**src/sv/room_line_coordinate_parser_core_assert.svh**
```systemverilog
// ---------------------------------------------------------------------------
// Assertion macros for the room line coordinate parser
// Same-cycle and next-cycle implication checks, gated by reset.
// ---------------------------------------------------------------------------
`ifndef ROOM_LINE_COORDINATE_PARSER_CORE_ASSERT_SVH
`define ROOM_LINE_COORDINATE_PARSER_CORE_ASSERT_SVH

// cons must hold in the same cycle as ante
`define RLCP_ASSERT_NOW(label, clk, rst, ante, cons, msg) \
   label: assert property (@(posedge clk) disable iff (rst) (ante) |-> (cons)) \
      else $error(msg);

// cons must hold in the cycle after ante
`define RLCP_ASSERT_NEXT(label, clk, rst, ante, cons, msg) \
   label: assert property (@(posedge clk) disable iff (rst) (ante) |=> (cons)) \
      else $error(msg);

`endif

```
**src/sv/rlcp_pkg.sv**
```systemverilog
// ---------------------------------------------------------------------------
// rlcp_pkg
// Types and constants shared by the room line coordinate parser.
// ---------------------------------------------------------------------------
`timescale 1ns / 1ps

package rlcp_pkg;

   localparam int NAME_LEN_W = 16;
   localparam int COORD_W    = 32;
   localparam int COUNT_W    = 32;

   localparam logic [1:0] MODE_BYTE  = 2'd0;
   localparam logic [1:0] MODE_START = 2'd1;
   localparam logic [1:0] MODE_END   = 2'd2;

   localparam logic [1:0] STATUS_OK      = 2'd0;
   localparam logic [1:0] STATUS_BOTH    = 2'd1;
   localparam logic [1:0] STATUS_INVALID = 2'd2;

   localparam logic [1:0] KIND_NORMAL = 2'd0;
   localparam logic [1:0] KIND_START  = 2'd1;
   localparam logic [1:0] KIND_END    = 2'd2;

   localparam logic [7:0] CH_NUL   = 8'd0;
   localparam logic [7:0] CH_TAB   = 8'd9;
   localparam logic [7:0] CH_VT    = 8'd11;
   localparam logic [7:0] CH_FF    = 8'd12;
   localparam logic [7:0] CH_CR    = 8'd13;
   localparam logic [7:0] CH_SPACE = 8'd32;
   localparam logic [7:0] CH_PLUS  = 8'd43;
   localparam logic [7:0] CH_COMMA = 8'd44;
   localparam logic [7:0] CH_MINUS = 8'd45;
   localparam logic [7:0] CH_ZERO  = 8'd48;
   localparam logic [7:0] CH_NINE  = 8'd57;

   // largest magnitude / 10, and the last digit allowed on top of it for a negative value
   localparam logic [COORD_W-1:0] ACC_LIMIT  = 32'd214748364;
   localparam logic [3:0]         LAST_DIGIT = 4'd8;
   localparam logic [3:0]         SIG_FULL   = 4'd10;
   localparam logic [3:0]         SIG_OVER   = 4'd11;

   typedef enum logic [2:0] {
      PH_NAME0  = 3'd0,
      PH_NAME   = 3'd1,
      PH_X_WS   = 3'd2,
      PH_X_SIGN = 3'd3,
      PH_X_DIG  = 3'd4,
      PH_Y_WS   = 3'd5,
      PH_Y_SIGN = 3'd6,
      PH_Y_DIG  = 3'd7
   } phase_type;

   typedef enum logic [1:0] {
      ERR_NONE  = 2'd0,
      ERR_COORD = 2'd1,
      ERR_ENDED = 2'd2
   } err_type;

   typedef enum logic [1:0] {
      MARK_NONE    = 2'd0,
      MARK_PENDING = 2'd1,
      MARK_USED    = 2'd2
   } mark_type;

   typedef struct packed {
      phase_type            phase;
      logic [COORD_W-1:0]   acc;
      logic [3:0]           sig;
      logic                 neg;
      logic [COORD_W-1:0]   first;
      err_type              err;
   } line_state_type;

   localparam line_state_type LINE_RESET = '{
      phase: PH_NAME0,
      acc:   '0,
      sig:   4'd1,
      neg:   1'b0,
      first: '0,
      err:   ERR_NONE
   };

endpackage

```
**src/sv/rlcp_if.sv**
```systemverilog
// ---------------------------------------------------------------------------
// rlcp_if
// Valid/ready channels for line bytes in and line results out.
// ---------------------------------------------------------------------------
`timescale 1ns / 1ps

interface rlcp_req_if;
   logic       valid;
   logic       ready;
   logic [1:0] mode;
   logic [7:0] char_byte;
   logic       last;

   modport source (output valid, mode, char_byte, last, input ready);
   modport sink   (input valid, mode, char_byte, last, output ready);
endinterface

interface rlcp_rsp_if;
   logic                                valid;
   logic                                ready;
   logic [1:0]                          status;
   logic [1:0]                          room_kind;
   logic [rlcp_pkg::NAME_LEN_W-1:0]     name_length;
   logic signed [rlcp_pkg::COORD_W-1:0] x_coord;
   logic signed [rlcp_pkg::COORD_W-1:0] y_coord;
   logic [rlcp_pkg::COUNT_W-1:0]        rooms_seen;

   modport source (output valid, status, room_kind, name_length, x_coord, y_coord,
                   rooms_seen, input ready);
   modport sink   (input valid, status, room_kind, name_length, x_coord, y_coord,
                   rooms_seen, output ready);
endinterface

```
**src/sv/rlcp_line_step.sv**
```systemverilog
// ---------------------------------------------------------------------------
// rlcp_line_step
// Next line-parse state for one character: name scan, blanks, sign, digits.
// ---------------------------------------------------------------------------
`timescale 1ns / 1ps

module rlcp_line_step #(
   parameter int IDX_W = 16
) (
   input  rlcp_pkg::line_state_type cur,
   input  logic [IDX_W-1:0]         cur_idx,
   input  logic [7:0]               char_byte,
   output rlcp_pkg::line_state_type nxt,
   output logic [IDX_W-1:0]         nxt_idx
);

   localparam logic [IDX_W-1:0] IDX_MAX = '1;

   logic                             is_x;
   logic                             is_ws;
   logic                             is_dig_phase;
   logic                             blank;
   logic                             digit;
   logic [3:0]                       dval;
   logic [rlcp_pkg::COORD_W-1:0]     acc_next;
   logic                             overflow;

   always_comb begin
      is_x  = (cur.phase == rlcp_pkg::PH_X_WS) || (cur.phase == rlcp_pkg::PH_X_SIGN) ||
              (cur.phase == rlcp_pkg::PH_X_DIG);
      is_ws = (cur.phase == rlcp_pkg::PH_X_WS) || (cur.phase == rlcp_pkg::PH_Y_WS);
      is_dig_phase = (cur.phase == rlcp_pkg::PH_X_DIG) || (cur.phase == rlcp_pkg::PH_Y_DIG);
      blank = char_byte inside {rlcp_pkg::CH_SPACE, rlcp_pkg::CH_TAB, rlcp_pkg::CH_CR,
                                rlcp_pkg::CH_VT, rlcp_pkg::CH_FF};
      digit = char_byte inside {[rlcp_pkg::CH_ZERO:rlcp_pkg::CH_NINE]};
      dval  = char_byte[3:0];
      acc_next = {cur.acc[rlcp_pkg::COORD_W-4:0], 3'b000}
               + {cur.acc[rlcp_pkg::COORD_W-2:0], 1'b0}
               + rlcp_pkg::COORD_W'(dval);
      overflow = (cur.acc > rlcp_pkg::ACC_LIMIT) ||
                 ((cur.acc == rlcp_pkg::ACC_LIMIT) &&
                  ((dval > rlcp_pkg::LAST_DIGIT) ||
                   ((dval == rlcp_pkg::LAST_DIGIT) && !cur.neg)));
   end

   always_comb begin
      nxt     = cur;
      nxt_idx = cur_idx;
      if (cur.err == rlcp_pkg::ERR_NONE) begin
         if (char_byte == rlcp_pkg::CH_NUL) begin
            nxt.err = rlcp_pkg::ERR_ENDED;
         end else begin
            case (cur.phase)
               rlcp_pkg::PH_NAME0: begin
                  nxt_idx   = IDX_W'(1);
                  nxt.phase = rlcp_pkg::PH_NAME;
               end
               rlcp_pkg::PH_NAME: begin
                  if (char_byte == rlcp_pkg::CH_SPACE) begin
                     nxt.phase = rlcp_pkg::PH_X_WS;
                  end else if (cur_idx != IDX_MAX) begin
                     nxt_idx = cur_idx + IDX_W'(1);
                  end
               end
               default: begin
                  if (is_ws && blank) begin
                     nxt = cur;
                  end else if (is_ws && ((char_byte == rlcp_pkg::CH_PLUS) ||
                                         (char_byte == rlcp_pkg::CH_MINUS))) begin
                     nxt.neg   = (char_byte == rlcp_pkg::CH_MINUS);
                     nxt.phase = is_x ? rlcp_pkg::PH_X_SIGN : rlcp_pkg::PH_Y_SIGN;
                  end else if (digit) begin
                     if ((cur.sig >= rlcp_pkg::SIG_OVER) ||
                         ((cur.sig == rlcp_pkg::SIG_FULL) && overflow)) begin
                        nxt.err = rlcp_pkg::ERR_COORD;
                     end else begin
                        nxt.acc = acc_next;
                        if (acc_next != '0) begin
                           nxt.sig = cur.sig + 4'd1;
                        end
                        nxt.phase = is_x ? rlcp_pkg::PH_X_DIG : rlcp_pkg::PH_Y_DIG;
                     end
                  end else if ((char_byte == rlcp_pkg::CH_SPACE) && is_dig_phase) begin
                     if (is_x) begin
                        nxt.first = cur.neg ? (rlcp_pkg::COORD_W'(0) - cur.acc) : cur.acc;
                        nxt.acc   = '0;
                        nxt.sig   = 4'd1;
                        nxt.neg   = 1'b0;
                        nxt.phase = rlcp_pkg::PH_Y_WS;
                     end else begin
                        nxt.err = rlcp_pkg::ERR_ENDED;
                     end
                  end else begin
                     nxt.err = rlcp_pkg::ERR_COORD;
                  end
               end
            endcase
         end
      end
   end

endmodule

```
**src/sv/room_line_coordinate_parser_core.sv**
```systemverilog
// ---------------------------------------------------------------------------
// room_line_coordinate_parser_core
// Parses "name x y" room lines byte by byte and reports one result per line.
// ---------------------------------------------------------------------------
// Takes one item per clock unless a final byte waits on a stalled result: an
// input register holds the byte, and the parse step and end-of-line evaluation
// sit between it and the result register, which loads when a final byte moves
// on. Marker items and non-final bytes give no result. A stalled result holds
// the result register; the input register takes no-result items meanwhile.
`timescale 1ns / 1ps

`include "room_line_coordinate_parser_core_assert.svh"

module room_line_coordinate_parser_core #(
   parameter int NAME_LEN_BITS = 16
) (
   input  logic              clock,
   input  logic              reset,
   rlcp_req_if.sink          req_bus,
   rlcp_rsp_if.source        rsp_bus,
   input  logic              csr_wr_en,
   input  logic              csr_wr_data
);

   localparam int IDX_W = (NAME_LEN_BITS < rlcp_pkg::NAME_LEN_W) ?
                          NAME_LEN_BITS : rlcp_pkg::NAME_LEN_W;

   logic                             s1_valid_ff, s1_valid_in;
   logic [1:0]                       s1_mode_ff;
   logic [7:0]                       s1_char_ff;
   logic                             s1_last_ff;

   logic                             coords_off_ff;
   rlcp_pkg::mark_type               start_ff, start_in;
   rlcp_pkg::mark_type               end_ff, end_in;
   logic [rlcp_pkg::COUNT_W-1:0]     count_ff, count_in;
   rlcp_pkg::line_state_type         line_ff, line_in, line_nxt;
   logic [IDX_W-1:0]                 idx_ff, idx_in, idx_nxt;

   logic                             out_valid_ff, out_valid_in;
   logic [1:0]                       status_ff, status_in;
   logic [1:0]                       kind_ff, kind_in;
   logic [rlcp_pkg::NAME_LEN_W-1:0]  nlen_ff, nlen_in;
   logic [rlcp_pkg::COORD_W-1:0]     x_ff, x_in;
   logic [rlcp_pkg::COORD_W-1:0]     y_ff, y_in;
   logic [rlcp_pkg::COUNT_W-1:0]     rooms_ff, rooms_in;

   logic                             s1_has_rsp;
   logic                             out_free;
   logic                             s1_go;
   logic                             both_pending;

   rlcp_line_step #(
      .IDX_W (IDX_W)
   ) u_step (
      .cur       (line_ff),
      .cur_idx   (idx_ff),
      .char_byte (s1_char_ff),
      .nxt       (line_nxt),
      .nxt_idx   (idx_nxt)
   );

   assign s1_has_rsp = s1_valid_ff && (s1_mode_ff == rlcp_pkg::MODE_BYTE) && s1_last_ff;
   assign out_free   = !out_valid_ff || rsp_bus.ready;
   assign s1_go      = s1_valid_ff && (!s1_has_rsp || out_free);
   assign req_bus.ready = !s1_valid_ff || s1_go;
   assign both_pending  = (start_ff == rlcp_pkg::MARK_PENDING) &&
                          (end_ff == rlcp_pkg::MARK_PENDING);

   always_comb begin
      s1_valid_in = req_bus.ready ? req_bus.valid : s1_valid_ff;
      out_valid_in = out_valid_ff;
      if (s1_go && s1_has_rsp) begin
         out_valid_in = 1'b1;
      end else if (rsp_bus.ready) begin
         out_valid_in = 1'b0;
      end
   end

   always_comb begin
      start_in  = start_ff;
      end_in    = end_ff;
      count_in  = count_ff;
      line_in   = line_ff;
      idx_in    = idx_ff;
      status_in = rlcp_pkg::STATUS_OK;
      kind_in   = rlcp_pkg::KIND_NORMAL;
      nlen_in   = '0;
      x_in      = '0;
      y_in      = '0;
      rooms_in  = count_ff;
      if (s1_go) begin
         case (s1_mode_ff)
            rlcp_pkg::MODE_START: start_in = rlcp_pkg::MARK_PENDING;
            rlcp_pkg::MODE_END:   end_in   = rlcp_pkg::MARK_PENDING;
            rlcp_pkg::MODE_BYTE: begin
               line_in = line_nxt;
               idx_in  = idx_nxt;
               if (s1_last_ff) begin
                  line_in = rlcp_pkg::LINE_RESET;
                  idx_in  = '0;
                  if (both_pending) begin
                     status_in = rlcp_pkg::STATUS_BOTH;
                  end else begin
                     if (end_ff == rlcp_pkg::MARK_PENDING) begin
                        kind_in = rlcp_pkg::KIND_END;
                        end_in  = rlcp_pkg::MARK_USED;
                     end
                     if (start_ff == rlcp_pkg::MARK_PENDING) begin
                        if (end_ff != rlcp_pkg::MARK_PENDING) begin
                           kind_in = rlcp_pkg::KIND_START;
                        end
                        start_in = rlcp_pkg::MARK_USED;
                     end
                     if (count_ff != '1) begin
                        count_in = count_ff + rlcp_pkg::COUNT_W'(1);
                     end
                     rooms_in = count_in;
                     nlen_in  = rlcp_pkg::NAME_LEN_W'(idx_nxt);
                     if (line_nxt.phase inside {rlcp_pkg::PH_NAME0, rlcp_pkg::PH_NAME}) begin
                        status_in = rlcp_pkg::STATUS_INVALID;
                     end else if (coords_off_ff) begin
                        status_in = rlcp_pkg::STATUS_OK;
                     end else if ((line_nxt.err == rlcp_pkg::ERR_COORD) ||
                                  (line_nxt.phase != rlcp_pkg::PH_Y_DIG)) begin
                        status_in = rlcp_pkg::STATUS_INVALID;
                     end else begin
                        x_in = line_nxt.first;
                        y_in = line_nxt.neg ? (rlcp_pkg::COORD_W'(0) - line_nxt.acc)
                                            : line_nxt.acc;
                     end
                  end
               end
            end
            default: start_in = start_ff;
         endcase
      end
   end

   always_ff @(posedge clock) begin
      if (reset) begin
         s1_valid_ff   <= 1'b0;
         out_valid_ff  <= 1'b0;
         coords_off_ff <= 1'b0;
         start_ff      <= rlcp_pkg::MARK_NONE;
         end_ff        <= rlcp_pkg::MARK_NONE;
         count_ff      <= '0;
         line_ff       <= rlcp_pkg::LINE_RESET;
         idx_ff        <= '0;
      end else begin
         s1_valid_ff  <= s1_valid_in;
         out_valid_ff <= out_valid_in;
         if (csr_wr_en) begin
            coords_off_ff <= csr_wr_data;
         end
         start_ff <= start_in;
         end_ff   <= end_in;
         count_ff <= count_in;
         line_ff  <= line_in;
         idx_ff   <= idx_in;
      end
   end

   always_ff @(posedge clock) begin
      if (req_bus.ready) begin
         s1_mode_ff <= req_bus.mode;
         s1_char_ff <= req_bus.char_byte;
         s1_last_ff <= req_bus.last;
      end
      if (s1_go && s1_has_rsp) begin
         status_ff <= status_in;
         kind_ff   <= kind_in;
         nlen_ff   <= nlen_in;
         x_ff      <= x_in;
         y_ff      <= y_in;
         rooms_ff  <= rooms_in;
      end
   end

   assign rsp_bus.valid       = out_valid_ff;
   assign rsp_bus.status      = status_ff;
   assign rsp_bus.room_kind   = kind_ff;
   assign rsp_bus.name_length = nlen_ff;
   assign rsp_bus.x_coord     = x_ff;
   assign rsp_bus.y_coord     = y_ff;
   assign rsp_bus.rooms_seen  = rooms_ff;

   `RLCP_ASSERT_NEXT(a_rsp_loaded, clock, reset, s1_go && s1_has_rsp, out_valid_ff,
      "final byte gave no result")
   `RLCP_ASSERT_NEXT(a_both_no_count, clock, reset, s1_go && s1_has_rsp && both_pending,
      count_ff == $past(count_ff), "room counted with both markers pending")
   `RLCP_ASSERT_NOW(a_count_mono, clock, reset, !$past(reset),
      count_ff >= $past(count_ff), "room count went down")
   `RLCP_ASSERT_NOW(a_bad_zero, clock, reset,
      out_valid_ff && (status_ff != rlcp_pkg::STATUS_OK),
      (x_ff == '0) && (y_ff == '0), "coordinates not zero on bad status")

endmodule
```
**src/flat_wrapper.sv**
```systemverilog
// flat-port wrapper written by rule: the top's interface ports become plain ports
module room_line_coordinate_parser_core_flat 
#(
   parameter int NAME_LEN_BITS = 16
)
  (clock, reset, csr_wr_en, csr_wr_data, req_bus_valid, req_bus_mode, req_bus_char_byte, req_bus_last, req_bus_ready, rsp_bus_valid, rsp_bus_status, rsp_bus_room_kind, rsp_bus_name_length, rsp_bus_x_coord, rsp_bus_y_coord, rsp_bus_rooms_seen, rsp_bus_ready);
  rlcp_req_if req_bus_i ();
  rlcp_rsp_if rsp_bus_i ();
  input  logic clock;
  input  logic reset;
  input  logic csr_wr_en;
  input  logic csr_wr_data;
  input wire logic [$bits(req_bus_i.valid)-1:0] req_bus_valid;
  input wire logic [$bits(req_bus_i.mode)-1:0] req_bus_mode;
  input wire logic [$bits(req_bus_i.char_byte)-1:0] req_bus_char_byte;
  input wire logic [$bits(req_bus_i.last)-1:0] req_bus_last;
  output wire logic [$bits(req_bus_i.ready)-1:0] req_bus_ready;
  output wire logic [$bits(rsp_bus_i.valid)-1:0] rsp_bus_valid;
  output wire logic [$bits(rsp_bus_i.status)-1:0] rsp_bus_status;
  output wire logic [$bits(rsp_bus_i.room_kind)-1:0] rsp_bus_room_kind;
  output wire logic [$bits(rsp_bus_i.name_length)-1:0] rsp_bus_name_length;
  output wire logic [$bits(rsp_bus_i.x_coord)-1:0] rsp_bus_x_coord;
  output wire logic [$bits(rsp_bus_i.y_coord)-1:0] rsp_bus_y_coord;
  output wire logic [$bits(rsp_bus_i.rooms_seen)-1:0] rsp_bus_rooms_seen;
  input wire logic [$bits(rsp_bus_i.ready)-1:0] rsp_bus_ready;
  assign req_bus_i.valid = req_bus_valid;
  assign req_bus_i.mode = req_bus_mode;
  assign req_bus_i.char_byte = req_bus_char_byte;
  assign req_bus_i.last = req_bus_last;
  assign req_bus_ready = req_bus_i.ready;
  assign rsp_bus_valid = rsp_bus_i.valid;
  assign rsp_bus_status = rsp_bus_i.status;
  assign rsp_bus_room_kind = rsp_bus_i.room_kind;
  assign rsp_bus_name_length = rsp_bus_i.name_length;
  assign rsp_bus_x_coord = rsp_bus_i.x_coord;
  assign rsp_bus_y_coord = rsp_bus_i.y_coord;
  assign rsp_bus_rooms_seen = rsp_bus_i.rooms_seen;
  assign rsp_bus_i.ready = rsp_bus_ready;
  room_line_coordinate_parser_core #(.NAME_LEN_BITS(NAME_LEN_BITS)) u_core (.clock(clock), .reset(reset), .req_bus(req_bus_i), .rsp_bus(rsp_bus_i), .csr_wr_en(csr_wr_en), .csr_wr_data(csr_wr_data));
endmodule
```
**config.mk**
```make
export PLATFORM = sky130hd
export DESIGN_NAME = room_line_coordinate_parser_core_flat
export DESIGN_NICKNAME = d
export VERILOG_FILES = /design/src/sv/rlcp_pkg.sv /design/src/sv/rlcp_if.sv /design/src/sv/rlcp_line_step.sv /design/src/sv/room_line_coordinate_parser_core.sv /design/src/flat_wrapper.sv
export VERILOG_INCLUDE_DIRS = /design/src /design/src/sv
export SDC_FILE = /design/constraint.sdc
export NUM_CORES = 1
export LEC_CHECK = 0
export ABC_AREA = 1
export BUFFER_PORTS_ARGS = -buffer_cell sky130_fd_sc_hd__buf_2
export CORE_UTILIZATION = 65
export CTS_CLUSTER_DIAMETER = 50
export DETAILED_ROUTE_END_ITERATION = 12
export PLACE_DENSITY_LB_ADDON = 0.08
export SETUP_SLACK_MARGIN = 0.15
export SLEW_MARGIN = 0
export SYNTH_ARGS = -nofsm -noshare
export SYNTH_HDL_FRONTEND = slang
export SYNTH_SLANG_ARGS = --single-unit
```
**constraint.sdc**
```tcl
create_clock -name clock -period 6.5 [get_ports clock]
set_input_delay 1.3 -clock clock [delete_from_list [all_inputs] [get_ports clock]]
set_output_delay 1.3 -clock clock [all_outputs]
set_load 0.05 [all_outputs]
```
### Word-level counts from Yosys, hierarchy flattened

Index checks and enable logic that the tools add are counted.

| storage, ports and cells | value |
|---|---|
| bits in registers | 256 |
| bits in latches | 0 |
| memory bits (writable) | 0 |
| memory bits (read-only) | 0 |
| input port bits | 17 |
| output and inout bits | 118 |
| logic and storage cells | 184 |
| memories | 0 |

| operators by class | value |
|---|---|
| add/subtract/negate cells | 7 |
| $mul | 0 |
| divide/modulo/power cells | 0 |
| order comparisons | 5 |
| equal/unequal tests | 36 |
| shift operators | 0 |
| multiplexer cells | 60 |
| bitwise operators | 3 |
| reductions and logical operators | 50 |

Operators with widths:

| kind | count |
|---|---|
| 72-bit 2-to-1 mux | 9 |
| 32-bit 2-to-1 mux | 7 |
| 74-bit 2-to-1 mux | 3 |
| 16-bit 2-to-1 mux | 5 |
| 39-bit 2-to-1 mux | 2 |
| 71-bit 2-to-1 mux | 1 |
| 1-bit by 32-bit subtractor with 32-bit output, first input constant | 2 |
| 2-bit 2-to-1 mux | 18 |
| 36-bit 2-to-1 mux | 1 |
| 34-bit 2-to-1 mux | 1 |
| 33-bit 2-to-1 mux | 1 |
| 32-bit by 1-bit adder with 32-bit output, second input constant | 1 |
| 32-bit adder | 1 |
| 32-bit by 4-bit adder with 32-bit output | 1 |
| 32-bit by 28-bit equality test with 1-bit output, second input constant | 1 |
| 8-bit by 4-bit equality test with 1-bit output, second input constant | 4 |
| 32-bit by 28-bit > comparator with 1-bit output, second input constant | 1 |
| 32-bit != test, second input constant | 1 |
| 16-bit one-hot mux with 2 select lines | 1 |
| 32-bit nonzero test | 1 |
| 8-bit by 6-bit equality test with 1-bit output, second input constant | 3 |
| 16-bit by 1-bit adder with 16-bit output, second input constant | 1 |
| 16-bit != test, second input constant | 1 |
| 1-bit logical AND | 12 |
| other kinds (37) | 82 |

### Logic depth before layout (Yosys ltp)

| logic depth | value |
|---|---|
| depth in word-level cells | 23 |
| mapped depth | 28 |
| gate-level depth less buffers | 26 |

### Cells and area by module

A second synthesis with hierarchy kept.

| unflattened totals | value |
|---|---|
| cell total of the unflattened synthesis | 2447 |
| area, all modules | 16863.7 sq um |

Modules (own cells, without submodules):

| module | times used | cells an instance | area each (sq um) | sequential area each (sq um) |
|---|---|---|---|---|
| room_line_coordinate_parser_core | 1 | 1246 | 10752.8 | 6396.1 |
| rlcp_line_step | 1 | 1201 | 6110.9 | 0.0 |

### Worst setup path before layout

OpenSTA, ideal clock, no wires.

| timing path | value |
|---|---|
| kind | input -> register |
| start point | input rsp_bus_ready |
| end point | register u_core.nlen_ff, in the netlist u_core.rsp_bus.name_length[0], enable pin |
| arrival time | 3770 ps |
| data required time | 6030 ps |
| path slack | 2260 ps |
| stages | 4 |
| path through | nor2_1 inv_1 nand2_1 inv_1 |

| between the ends | value |
|---|---|
| longest elaborated chain between the ends | 4 |

Ends and longest elaborated chain:

| what | line | RTL |
|---|---|---|
| from (decl) | flat_wrapper.sv:25 | `input wire logic [$bits(rsp_bus_i.ready)-1:0] rsp_bus_ready;` |
| 1-bit logical OR | room_line_coordinate_parser_core.sv:64 | `assign out_free = !out_valid_ff \|\| rsp_bus.ready;` |
| 1-bit logical OR | room_line_coordinate_parser_core.sv:65 | `assign s1_go = s1_valid_ff && (!s1_has_rsp \|\| out_free);` |
| 1-bit logical AND | room_line_coordinate_parser_core.sv:65 |  |
| 1-bit logical AND | room_line_coordinate_parser_core.sv:170 | `if (s1_go && s1_has_rsp) begin` |
| to (signal assigned) | room_line_coordinate_parser_core.sv:173 | `nlen_ff <= nlen_in;` |
| to (decl) | room_line_coordinate_parser_core.sv:43 | `logic [rlcp_pkg::NAME_LEN_W-1:0] nlen_ff, nlen_in;` |

No other way between the ends.
A chain may end at the register's enable or synchronous reset.

### Worst setup path in the final report

| timing path | value |
|---|---|
| start point | register u_core.line_ff[41] (netlist name) |
| end point | register u_core.y_ff, in the netlist u_core.rsp_bus.y_coord[22], data pin |

| between the ends | value |
|---|---|
| longest elaborated chain between the ends | 16 |
| elaborated cells on any way between the ends | 38 |
| classes of those cells | 3 x add/sub; 1 x order compare; 4 x eq/ne; 22 x mux; 8 x reduce/logical |

Ends and longest elaborated chain:

| what | line | RTL |
|---|---|---|
| from (decl) | room_line_coordinate_parser_core.sv:37 | `rlcp_pkg::line_state_type line_ff, line_in, line_nxt;` |
| from (signal assigned) | room_line_coordinate_parser_core.sv:148 | `line_ff <= rlcp_pkg::LINE_RESET;` |
| from (signal assigned) | room_line_coordinate_parser_core.sv:159 | `line_ff <= line_in;` |
| parallel branches: the longest is 13 deep, another holds 32-bit adder | -- |  |
| 74-bit 2-to-1 mux (*) | rlcp_line_step.sv:49 | `if (cur.err == rlcp_pkg::ERR_NONE) begin` |
| 1-bit by 32-bit subtractor with 32-bit output | room_line_coordinate_parser_core.sv:129 | `y_in = line_nxt.neg ? (rlcp_pkg::COORD_W'(0) - line_nxt.acc)` |
| 32-bit 2-to-1 mux | room_line_coordinate_parser_core.sv:129 |  |
| to (signal assigned) | room_line_coordinate_parser_core.sv:175 | `y_ff <= y_in;` |
| to (decl) | room_line_coordinate_parser_core.sv:45 | `logic [rlcp_pkg::COORD_W-1:0] y_ff, y_in;` |

Every way passes the cells marked *. The select of a mux whose other input is x is not followed.

==> out/results.env <==
INSERTION_DELAY_NS=0.57
SYNTH-ASYNC-RESET-RATIO=0
NUM_IO_PINS=135
STATUS='complete, no violations'
CLK_PIN_SLEW_WORST_SETUP_HOLD_PATHS_NS=0.06
PLACEMENT_ROWS=56
GPL.FINAL_WEIGHTED_CONGESTION=1.03
NUM_VIAS=15400
CP_DATA_ARRIVAL_TIME_NS=4.43
TIGHTEST_PIN_TRANSITION_NS=0.944
SLEW_VIOL_FINAL=0
YS_DOMINANT_REG_CELL='sky130_fd_sc_hd__dfxtp_1'
CTSHTREEMAXLEVEL=1
FINAL-SETUP-VIOL-COUNT=0
WORSTSETUPSTARTPOINTTYPE='register'
DRT_ITER0_MARKERS=1617
YOSYSWARNINGCOUNT=0
YOSYS.AREA_SHARE.XOR_XNOR=0.0335
DIE_H_UM=159
GLOBAL_ROUTE.USAGE.MET1=0.464
MAX_FREQ_MHz=241
DRTPASS1ITERATIONS=6
TRITONCTS='built'
RR_WORST_DEPTH=20
WORST_EP_REQUIRED_TIME_NS=6.78
MIN-DELAY-PATH-CLASS='reg2reg'
GRT_START_MAX_NET_PINS=67
FP.DIEW_UM=159
TOTAL_NETS_FINAL=2441
PORT-BUFFER-COUNT=134
CTS_POST_SETUP_BUFFERS_INSERTED=0
SYNTH_COMPOUND_AREA_FRAC=0.106
CRIT_PATH_MAX_FANOUT=6
GLOBAL_ROUTING_USAGE_ON_MET2=0.566
TOTAL_DIE_AREA_SQ_MM=0.0252
SYNTH_FP_NETS=2328
HALF_PERIMETER_WIRE_LENGTH_AFTER_PLACEMENT_MM=32.4
CTS-BUFFERS-INSERTED=30
SYNTHADDERAREAFRAC=0.0527
SYNTH_SEQUENTIAL_AREA_RATIO=0.401
CLOCK_SINKS=256
POWERDENSITY_mW_PER_MM2=198
DETAIL_ROUTE.WL_PER_CELL_UM=16.1
POSTSYNTHAREAPERCELL_SQ_UM=7.10
SYNTH_CELL_TYPES=57
GRT_PASS1_VIAS=14200
IRDROPWORSTVDD_uV=203
WIRE_LENGTH_OF_THE_FIRST_GLOBAL_ROUTING_PASS_MM=69.0
PERIOD_SHARE=0.638
GRT_ANTENNA_BEFORE_REPAIR=4
CRIT_PATH_END_KIND='register'
ANTENNA_VIOLATING_NETS_POST_ROUTE=0
SYN-INSTANCE-COUNT=2245
ROOT_BUFFER='sky130_fd_sc_hd__clkbuf_16'
CORE_OUTLINE_AREA_SQ_MM=0.0238
SYNTH_EDF_COUNT=127
CRITICAL_PATH_CLASS='reg2reg'
RESIDUAL_OVERFLOW_FROM_GLOBAL_ROUTING=0
SYNTH.CELL_AREA_SQ_MM=0.0159
CAP_VIOL_MAX_COUNT=0
GRT_BUSIEST_LAYER='met2'
VIASPERCELL=5.70
TOTALNEGATIVESETUPSLACK_NS=0
FIN_SKEW_NS=0.0247
YOSYS_REGISTER_BITS=256
POST_CTS.RESIZED_INSTANCES=0
SYNTHSIMPLEGATEAREAFRAC=0.316
MAX-SLEW-MARGIN-REL=0.370
GRT_SETUP_UNREPAIRED='no'
GRT_USE_TOTAL=0.346
LAYOUT.CELLS.MOST_COMMON_LIST='sky130_fd_sc_hd__nand2_1 (620), sky130_fd_sc_hd__inv_1 (295), sky130_fd_sc_hd__nor2_1 (278)'
COUNT_OF_HOLD_FIX_BUFFERS_INSERTED_AT_CTS=0
PERIOD_MINUS_SLACK_NS=4.15
INITIAL_UTILIZATION=0.671
HOLD_VIOL=0
GRTUSAGEMET3=0.0550
REPORT.POWER.TOTAL_W=0.00353
STATIC-LEAKAGE-POWER_nW=7.52
CTSLONGESTPATHBUFFERS=3
AREA_DELTA_SYNTH_FINAL_PCT=11.9
LAYOUT-DRIVE-GT1-SHARE=0.115
LAYOUT_COMMONEST_CELL='sky130_fd_sc_hd__nand2_1'
HOLDPATHSTAGES=2
FINALWIRELENGTH_MM=43.6
MUX_CONTRIBUTION_TO_SYNTHESIZED_AREA=0.00126
REMAINING_DRC_ERRORS=0
LARGEST_FAMILY_OF_LOGIC_CELLS_BY_SYNTHESIZED_AREA='simple AND/OR/NAND/NOR gates'
-- critical path: stages, from the launching register on --
cell and delay, ns:
sky130_fd_sc_hd__dfxtp_1 0.42, sky130_fd_sc_hd__inv_1 0.15, sky130_fd_sc_hd__fa_1 0.55, sky130_fd_sc_hd__fa_1 0.48
sky130_fd_sc_hd__nand3b_1 0.18, sky130_fd_sc_hd__nand2_1 0.18, sky130_fd_sc_hd__nand2_1 0.07, sky130_fd_sc_hd__nand2_1 0.12
sky130_fd_sc_hd__nand2_1 0.07, sky130_fd_sc_hd__nand2_1 0.15, sky130_fd_sc_hd__nand3_1 0.10, sky130_fd_sc_hd__nand2_1 0.09
sky130_fd_sc_hd__xor2_1 0.29, sky130_fd_sc_hd__nand2_1 0.11, sky130_fd_sc_hd__o21ai_1 0.27, sky130_fd_sc_hd__nor2_1 0.16
sky130_fd_sc_hd__nand2_1 0.09, sky130_fd_sc_hd__nand2_1 0.07, sky130_fd_sc_hd__nand2_1 0.11, sky130_fd_sc_hd__nand2_1 0.05
sky130_fd_sc_hd__nor3b_2 0.16
-- logic make-up after synthesis --
| family | Yosys count |
|---|---|
| buf+inv | 368 |
| xor+xnor | 61 |
| simple gates | 1179 |
| compound gates | 313 |
| fa+ha+maj | 66 |
| mux | 2 |
| flops | 256 |
-- routing by layer --
metal | part of all wire | up-vias
met4 | 0.030 | 2
met5 | 0.00030 | -
met2 | 0.46 | 715
met3 | 0.086 | 95
met1 | 0.42 | 7089
li1 | - | 7512
-- power by group --
group          leakage, nW  switching [W]  internal (W)
registers             2.03     0.00000793       0.00170
clock network        0.506       0.000722      0.000993
logic                 4.98      0.0000885     0.0000200
total                 7.52       0.000818       0.00271
-- area by class of cell --
type,count,area (sq um)
diodes,3,7.51
flip-flops and latches,256,6400
inverters,309,1160
fillers,1821,5910
clock inverters,23,280
well taps,319,399
clock buffers,33,762
multi-input cells,1621,8120
repair buffers,140,718
-- cells in the mapped netlist (12+ instances only) --
| master | instances | area [sq um] |
|---|---|---|
| sky130_fd_sc_hd__xor2_1 | 50 | 438 |
| sky130_fd_sc_hd__nand2_1 | 620 | 2330 |
| sky130_fd_sc_hd__dfxtp_1 | 129 | 2580 |
| sky130_fd_sc_hd__or2_2 | 18 | 113 |
| sky130_fd_sc_hd__a21oi_1 | 159 | 796 |
| sky130_fd_sc_hd__nor4_1 | 12 | 75.1 |
| sky130_fd_sc_hd__o21ai_0 | 99 | 495 |
| sky130_fd_sc_hd__ha_1 | 64 | 801 |
| sky130_fd_sc_hd__nand2_2 | 17 | 106 |
| sky130_fd_sc_hd__nor2_2 | 13 | 81.3 |
| sky130_fd_sc_hd__inv_1 | 296 | 1110 |
| sky130_fd_sc_hd__nand3_1 | 101 | 505 |
| sky130_fd_sc_hd__nor3_1 | 45 | 225 |
| sky130_fd_sc_hd__nand4_1 | 44 | 275 |
| sky130_fd_sc_hd__edfxtp_1 | 127 | 3810 |
| sky130_fd_sc_hd__nor2_1 | 279 | 1050 |
| sky130_fd_sc_hd__clkbuf_1 | 39 | 146 |
-- metrics by stage --
stage	cells	area, sq um	hold WS [ns]	worst slack, ns	util
2_1_floorplan	2245	15900	0.441	2.26	-
3_3_place_gp	2645	16800	0.447	2.47	0.707
3_5_place_dp	2645	16800	0.455	2.31	0.707
4_1_cts	2701	17800	0.464	2.46	0.751
5_1_grt	2702	17800	0.485	2.16	0.751
6_report	2704	17800	0.466	2.35	0.751
-- sequential cells by signal, summed over array words and instances, names as in the netlist, 8 cells and up --
register,count
u_core.count_ff,32
u_core.rsp_bus.y_coord,32
u_core.rsp_bus.x_coord,32
u_core.rsp_bus.rooms_seen,32
u_core.line_ff,74
u_core.rsp_bus.name_length,16
u_core.idx_ff,16
u_core.s1_char_ff,8
-- worst paths after layout --
path,endpoint,startpoint,slack (ns)
min reg2reg,u_core.line_ff[3]$_SDFFE_PP0P_,u_core.line_ff[3]$_SDFFE_PP0P_,0.47
max,u_core.rsp_bus.y_coord[22]$_SDFFCE_PP0P_,u_core.line_ff[41]$_SDFFE_PP0P_,2.35
max reg2reg,u_core.rsp_bus.y_coord[22]$_SDFFCE_PP0P_,u_core.line_ff[41]$_SDFFE_PP0P_,2.35
min,u_core.line_ff[3]$_SDFFE_PP0P_,u_core.line_ff[3]$_SDFFE_PP0P_,0.47
No activity file was read; power rests on OpenSTA's default activity.
